File: src/hdl/sbs_pkg.sv
// shared types and constants for the streaming bounding sphere block
package sbs_pkg;

    // coordinate width; fraction position does not affect any bit of the arithmetic
    localparam int CW  = 32;
    // squared distance width: three squares of (CW+1)-bit magnitudes
    localparam int D2W = 2 * CW + 2;
    // iteration counter width, counts 0 .. CW
    localparam int CNTW = $clog2(CW + 1);

    // input item
    typedef struct packed {
        logic signed [CW-1:0] point_x;
        logic signed [CW-1:0] point_y;
        logic signed [CW-1:0] point_z;
        logic                 first_point;
        logic                 last_point;
    } t_point;

    // result item
    typedef struct packed {
        logic signed [CW-1:0] center_x;
        logic signed [CW-1:0] center_y;
        logic signed [CW-1:0] center_z;
        logic        [CW-1:0] sphere_radius;
        logic                 grew;
        logic                 set_done;
    } t_sphere;

    // multiplier operand selection
    typedef enum logic [2:0] {
        MUL_XX = 3'd0,
        MUL_YY = 3'd1,
        MUL_ZZ = 3'd2,
        MUL_RR = 3'd3,
        MUL_XG = 3'd4,
        MUL_YG = 3'd5,
        MUL_ZG = 3'd6
    } t_mul_sel;

    // controller to datapath commands
    typedef struct packed {
        logic       latch;
        logic       set_start;
        logic       offs;
        t_mul_sel   mul_sel;
        logic       acc_clr;
        logic       acc_add;
        logic       sqrt_init;
        logic       sqrt_step;
        logic       grow;
        logic [2:0] div_load;
        logic       div_step;
        logic       update;
        logic       no_grow;
        logic       out_load;
    } t_cmd;

    // datapath to controller status
    typedef struct packed {
        logic first;
        logic outside;
        logic out_busy;
    } t_status;

endpackage

File: src/hdl/sbs_ctrl.sv
// sequencing state machine for the bounding sphere update
module sbs_ctrl (
    input  logic            i_clk,
    input  logic            i_rst_n,
    input  logic            i_in_valid,
    output logic            o_in_stall,
    input  sbs_pkg::t_status i_status,
    output sbs_pkg::t_cmd    o_cmd
);

    typedef enum logic [14:0] {
        S_IDLE = 15'b000000000000001,
        S_SET  = 15'b000000000000010,
        S_OFFS = 15'b000000000000100,
        S_MULX = 15'b000000000001000,
        S_MULY = 15'b000000000010000,
        S_MULZ = 15'b000000000100000,
        S_MULR = 15'b000000001000000,
        S_CMP  = 15'b000000010000000,
        S_SQRT = 15'b000000100000000,
        S_GROW = 15'b000001000000000,
        S_PRDX = 15'b000010000000000,
        S_PRDY = 15'b000100000000000,
        S_PRDZ = 15'b001000000000000,
        S_DIV  = 15'b010000000000000,
        S_DONE = 15'b100000000000000
    } t_state;

    localparam logic [sbs_pkg::CNTW-1:0] CNT_LAST = sbs_pkg::CNTW'(sbs_pkg::CW);

    t_state                    r_state, n_state;
    logic [sbs_pkg::CNTW-1:0]  r_cnt, n_cnt;
    logic                      r_div_tail, n_div_tail;

    // state and iteration counter
    always_ff @(posedge i_clk) begin
        if (!i_rst_n) begin
            r_state    <= S_IDLE;
            r_cnt      <= '0;
            r_div_tail <= 1'b0;
        end else begin
            r_state    <= n_state;
            r_cnt      <= n_cnt;
            r_div_tail <= n_div_tail;
        end
    end

    assign o_in_stall = (r_state != S_IDLE);

    // next state and commands
    always_comb begin
        n_state    = r_state;
        n_cnt      = r_cnt;
        n_div_tail = r_div_tail;
        o_cmd      = '0;
        o_cmd.mul_sel = sbs_pkg::MUL_XX;
        case (r_state)
            S_IDLE: begin
                if (i_in_valid) begin
                    o_cmd.latch = 1'b1;
                    n_state     = S_OFFS;
                end
            end
            S_SET: begin
                o_cmd.set_start = 1'b1;
                n_state         = S_DONE;
            end
            S_OFFS: begin
                o_cmd.offs = 1'b1;
                n_state    = i_status.first ? S_SET : S_MULX;
            end
            S_MULX: begin
                o_cmd.mul_sel = sbs_pkg::MUL_XX;
                n_state       = S_MULY;
            end
            S_MULY: begin
                o_cmd.mul_sel = sbs_pkg::MUL_YY;
                o_cmd.acc_clr = 1'b1;
                n_state       = S_MULZ;
            end
            S_MULZ: begin
                o_cmd.mul_sel = sbs_pkg::MUL_ZZ;
                o_cmd.acc_add = 1'b1;
                n_state       = S_MULR;
            end
            S_MULR: begin
                o_cmd.mul_sel = sbs_pkg::MUL_RR;
                o_cmd.acc_add = 1'b1;
                n_state       = S_CMP;
            end
            S_CMP: begin
                if (i_status.outside) begin
                    o_cmd.sqrt_init = 1'b1;
                    n_cnt           = '0;
                    n_state         = S_SQRT;
                end else begin
                    o_cmd.no_grow = 1'b1;
                    n_state       = S_DONE;
                end
            end
            S_SQRT: begin
                o_cmd.sqrt_step = 1'b1;
                if (r_cnt == CNT_LAST) begin
                    n_state = S_GROW;
                end else begin
                    n_cnt = r_cnt + 1'b1;
                end
            end
            S_GROW: begin
                o_cmd.grow = 1'b1;
                n_state    = S_PRDX;
            end
            S_PRDX: begin
                o_cmd.mul_sel = sbs_pkg::MUL_XG;
                n_state       = S_PRDY;
            end
            S_PRDY: begin
                o_cmd.mul_sel     = sbs_pkg::MUL_YG;
                o_cmd.div_load[0] = 1'b1;
                n_state           = S_PRDZ;
            end
            S_PRDZ: begin
                o_cmd.mul_sel     = sbs_pkg::MUL_ZG;
                o_cmd.div_load[1] = 1'b1;
                n_state           = S_DIV;
                n_cnt             = '0;
                n_div_tail        = 1'b1;
            end
            S_DIV: begin
                // first cycle loads the z divider from the last product
                if (r_div_tail) begin
                    o_cmd.div_load[2] = 1'b1;
                    n_div_tail        = 1'b0;
                end else begin
                    o_cmd.div_step = 1'b1;
                    if (r_cnt == CNT_LAST) begin
                        o_cmd.update = 1'b1;
                        n_state      = S_DONE;
                    end else begin
                        n_cnt = r_cnt + 1'b1;
                    end
                end
            end
            S_DONE: begin
                if (!i_status.out_busy) begin
                    o_cmd.out_load = 1'b1;
                    n_state        = S_IDLE;
                end
            end
            default: begin
                n_state = S_IDLE;
            end
        endcase
    end

endmodule

File: config.mk
export PLATFORM = sky130hd
export DESIGN_NAME = sbs_ctrl
export DESIGN_NICKNAME = d
export VERILOG_FILES = /design/src/hdl/sbs_pkg.sv /design/src/hdl/sbs_ctrl.sv
export SDC_FILE = /design/constraint.sdc
export NUM_CORES = 1
export LEC_CHECK = 0
export BUFFER_PORTS_ARGS = -buffer_cell sky130_fd_sc_hd__buf_4
export CORE_MARGIN = 2
export CORE_UTILIZATION = 42
export DETAILED_ROUTE_END_ITERATION = 10
export SLEW_MARGIN = 5
export SYNTH_ARGS = -nofsm -noshare
export SYNTH_HDL_FRONTEND = slang
export SYNTH_SLANG_ARGS = --single-unit
File: constraint.sdc
create_clock -name i_clk -period 2.1 [get_ports i_clk]
set_input_delay 0.42 -clock i_clk [delete_from_list [all_inputs] [get_ports i_clk]]
set_output_delay 0.42 -clock i_clk [all_outputs]
set_load 0.01 [all_outputs]
# --- After elaboration in Yosys (flattened, before gate mapping) ---
# Index checks and enable logic that the tools add are counted.
op_classes:
  n_addsub: 1
  eq_ne: 23
  muxes: 35
  reduce_logical: 5
ops:
  columns: ["cell", "count"]
  rows:
  - ["15-bit one-hot mux with 15 select lines", 1]
  - ["15-bit two-way mux", 6]
  - ["6-bit one-hot mux with 4 select lines", 1]
  - ["1-bit two-way mux", 19]
  - ["6-bit two-way mux", 3]
  - ["3-bit one-hot mux with 6 select lines", 1]
  - ["15-bit by 1-bit equality test with 1-bit output (second input constant)", 1]
  - ["15-bit by 10-bit equality test with 1-bit output (second input constant)", 1]
  - ["15-bit by 11-bit equality test with 1-bit output (second input constant)", 1]
  - ["15-bit by 12-bit equality test with 1-bit output (second input constant)", 1]
  - ["15-bit by 13-bit equality test with 1-bit output (second input constant)", 1]
  - ["15-bit by 14-bit equality test with 1-bit output (second input constant)", 1]
  - ["15-bit equality test (second input constant)", 1]
  - ["15-bit by 2-bit equality test with 1-bit output (second input constant)", 1]
  - ["15-bit by 3-bit equality test with 1-bit output (second input constant)", 1]
  - ["15-bit by 4-bit equality test with 1-bit output (second input constant)", 1]
  - ["15-bit by 5-bit equality test with 1-bit output (second input constant)", 1]
  - ["15-bit by 6-bit equality test with 1-bit output (second input constant)", 1]
  - ["15-bit by 7-bit equality test with 1-bit output (second input constant)", 1]
  - ["15-bit by 8-bit equality test with 1-bit output (second input constant)", 1]
  - ["15-bit by 9-bit equality test with 1-bit output (second input constant)", 1]
  - ["15-bit by 1-bit inequality test with 1-bit output (second input constant)", 1]
  - ["2-bit inequality test (second input constant)", 6]
  - ["6-bit by 1-bit adder with 6-bit output (second input constant)", 1]
  - ["9 further kinds", 10]
totals:
  regBits: 22
  input_bits: 6
  output_inout_bits: 19
  word_cells: 67

# --- Longest topological paths before layout ---
depth:
  ltp_word: 4
  ltp_mapped: 9
  mapped_depth_nobuf: 7

# --- Worst setup path after synthesis ---
# No wires, ideal clock.
synth_timing:
  path_kind: "reg2out"
  startpoint: "register r_state[0]"
  endpoint: "output o_cmd[13] (netlist bit)"
  t_arrival_ps: 1983
  required_ps: 1680
  path_slack_ps: -303
  path_stages_with_launch: 7
  path_buffers: 1
  path_cell_list: "dfxtp_1 > nor4_2 > nand2_1 > or3_1 > clkbuf_1 > nor3_1 > or2_1"
synth_lines:
  columns: ["item", "line", "source"]
  rows:
  - ["from (decl)", "sbs_ctrl.sv:31", "t_state r_state, n_state;"]
  - ["from (signal assigned)", "sbs_ctrl.sv:42", "r_state <= n_state;"]
  - ["to (decl)", "sbs_ctrl.sv:8", "output sbs_pkg::t_cmd o_cmd"]

==> results_dict.tcl <==
set metrics [dict create \
    post-dp-hpwl_mm 3.46 \
    fin_skew_ns 0.00180 \
    maxCapViolations 0 \
    antenna_left 0 \
    grt_pass1_wl_mm 8.59 \
    rsz0062_at_grt "true" \
    cts_tree "done" \
    synth_edf_count 0 \
    remaining_drc_errors 0 \
    htree_levels 1 \
    nNetsFinal 289 \
    io_buffers 24 \
    ys_seq_area_frac 0.292 \
    initial_core_util 0.444 \
    wl_per_cell_um 18.7 \
    ios 25 \
    slew_viol_final 0 \
    core_mm2 0.00339 \
    vias_per_cell 5.87 \
    grt_max_degree 13 \
    outcome "complete, but fails checks" \
    cp_max_fo 4 \
    first_pass_iters 4 \
    hold_path_class "primary input to register" \
    vias 1912 \
    wirelength_mm 6.11 \
    syn2layout_area_growth_pct 83.9 \
    synthCells 190 \
    fp.dieArea_mm2 0.00408 \
    powerDensity_mw_per_mm2 387 \
    max-slew-margin-rel 0.720 \
    clk_path_buf_depth 2 \
    syn_nets 198 \
    synth_ff_type "dfxtp_1" \
    first_global_vias 1830 \
    die_w_um 63.9 \
    gp_congestion 0.878 \
    ys_ff_latch 22 \
    fin_crit_ns 2.52 \
    worstSetupEndpointType "output pin" \
    syn_area_mm2 0.00151 \
    grt_antenna_before_repair 0 \
    crit_required_ns 1.68 \
    violations "setup timing" \
    hold_violations 0 \
    drtIter0Drc 243 \
    max_freq_mhz 396 \
    timing.final.ws_setup_ns -0.422 \
    die_y_um 63.9 \
    p_leak_nw 1.12 \
    worst_slew_pin_slew_ns 0.414 \
    grt_usage 0.268 \
    drive_above_1_share 0.629 \
    clk_latency_ns 0.32 \
    synth_cell_types 48 \
    setup_violations 36 \
    async_reset_ff_frac 0 \
    diodes 0 \
    avgSynthCellArea_um2 7.93 \
    cts_root_buf "clkbuf_4" \
    critPathKind "register to output pin" \
    rows 21 \
    clk_pin_slew_worst_paths_ns 0.12 \
    synth.yosys.warnings 0 \
    peakVddDrop_mv 0.454 \
    fin_crit_sh 1.20 \
    pre_cts_slack_ns -0.0908 \
    grt_overflow 0 \
    cts_sinks 22 \
    holdWs_ns 0.241 \
    cp-start-kind "register" \
    arrival_ns 2.10 \
    cts_buffers 3 \
]
-- final timing paths --
| kind | startpoint | endpoint | slack, ns | depth (start not counted) |
|---|---|---|---|---|
| setup / recovery | r_state[5]$_SDFFE_PN0P_ | o_cmd[15] | -0.42 | 4 |
| hold / removal | i_status[2] | r_state[3]$_SDFFE_PN0P_ | 0.24 | 2 |
| setup reg to reg | r_state[5]$_SDFFE_PN0P_ | r_cnt[5]$_SDFFE_PN0P_ | -0.33 | 8 |
| hold reg to reg | r_cnt[3]$_SDFFE_PN0P_ | r_cnt[3]$_SDFFE_PN0P_ | 0.53 | 2 |
-- critical path, stage by stage (launching register included) --
cell,delay (ns)
dfxtp_2,0.34
or4_4,0.54
or3_4,0.45
and4bb_2,0.35
buf_6,0.11
-- cells in the final DEF (no fill, tap or decap), types with 5 or more instances in the layout --
master	synthesis	routed
buf_4	1	65
buf_6	2	29
nor2_1	24	17
dfxtp_1	22	14
nand2_1	13	10
inv_1	13	9
a21oi_2	0	7
dfxtp_2	0	7
nor2_4	0	6
nor4_4	0	6
nand4_1	5	5
-- area by class of cell --
type | instances | area (um2)
multi-input combinational | 145 | 1320
timing repair buffer | 96 | 855
fill | 188 | 619
sequential | 22 | 453
tap | 46 | 57.6
inverter | 13 | 48.8
clock buffer | 4 | 36.3
-- logic make-up (layout without fill, tap and decap cells) --
kind of cell | Yosys count | after routing | synth area share
AOI/OAI and AO/OA | 34 | 34 | 0.172
xor gates and xnor gates | 5 | 5 | 0.0291
adders and majority gates | 2 | 2 | 0.0166
buffers and inverters | 23 | 113 | 0.0739
DFF | 22 | 22 | 0.292
muxes | 1 | 1 | 0.00996
and+or+nand+nor | 103 | 103 | 0.406
-- power by group --
| part | internal, mW | total (mW) | switching [mW] |
|---|---|---|---|
| sequential | 0.427 | 0.439 | 0.0113 |
| combinational | 0.186 | 0.393 | 0.207 |
| clock | 0.106 | 0.241 | 0.135 |
| total | 0.719 | 1.07 | 0.353 |
-- sequential cells by signal, indices dropped and copies added, names as in the netlist --
name / flops
r_div_tail: 1
r_state: 15
r_cnt: 6
-- metrics by stage --
stage	cells	setup TNS, ns	util	cell area, um2	total power [mW]
after floorplan	190	-0.405	-	1580	0.602
after global placement	295	-0.574	0.611	2070	0.695
after detailed placement	295	-0.828	0.611	2070	0.699
after CTS	316	-5.61	0.723	2450	0.992
after global routing	326	-10.51	0.817	2770	1.13
final	326	-8.19	0.817	2770	1.07
-- Yosys cell counts (all sizes together) (2+ instances only) --
| cell | instances | area, um2 |
|---|---|---|
| o41ai | 2 | 17.5 |
| buf | 8 | 55.1 |
| or2 | 2 | 12.5 |
| nand3 | 8 | 40.0 |
| o21ai | 4 | 20.0 |
| or4 | 4 | 37.5 |
| nor2 | 24 | 90.1 |
| nand4b | 3 | 26.3 |
| nor4b | 2 | 17.5 |
| dfxtp | 22 | 440 |
| o31ai | 7 | 57.6 |
| nor3 | 11 | 60.1 |
| a211oi | 3 | 22.5 |
| or3 | 5 | 31.3 |
| and2 | 2 | 12.5 |
| nor4 | 9 | 81.3 |
| nand2b | 2 | 12.5 |
| xor2 | 3 | 26.3 |
| nand4 | 5 | 31.3 |
| ha | 2 | 25.0 |
| clkbuf | 2 | 7.51 |
| nand2 | 13 | 48.8 |
| nand3b | 3 | 22.5 |
| inv | 13 | 48.8 |
| and3 | 6 | 42.5 |
| a21oi | 10 | 50.1 |
| xnor2 | 2 | 17.5 |
-- routing by layer --
layer,track usage,part of all wire,vias to the layer above
li1,-,-,881
met1,0.330,0.44,931
met2,0.469,0.47,80
met3,0.0352,0.054,20
met4,0.109,0.032,0
met5,0,0,-
-- what timing repair did --
item,in CTS,in global routing
gates resized for setup,43,65
setup buffers,17,14
hold buffers,0,0
setup endpoints to repair,31,38
pin swaps,16,24
(Power assumes the default switching activity.)
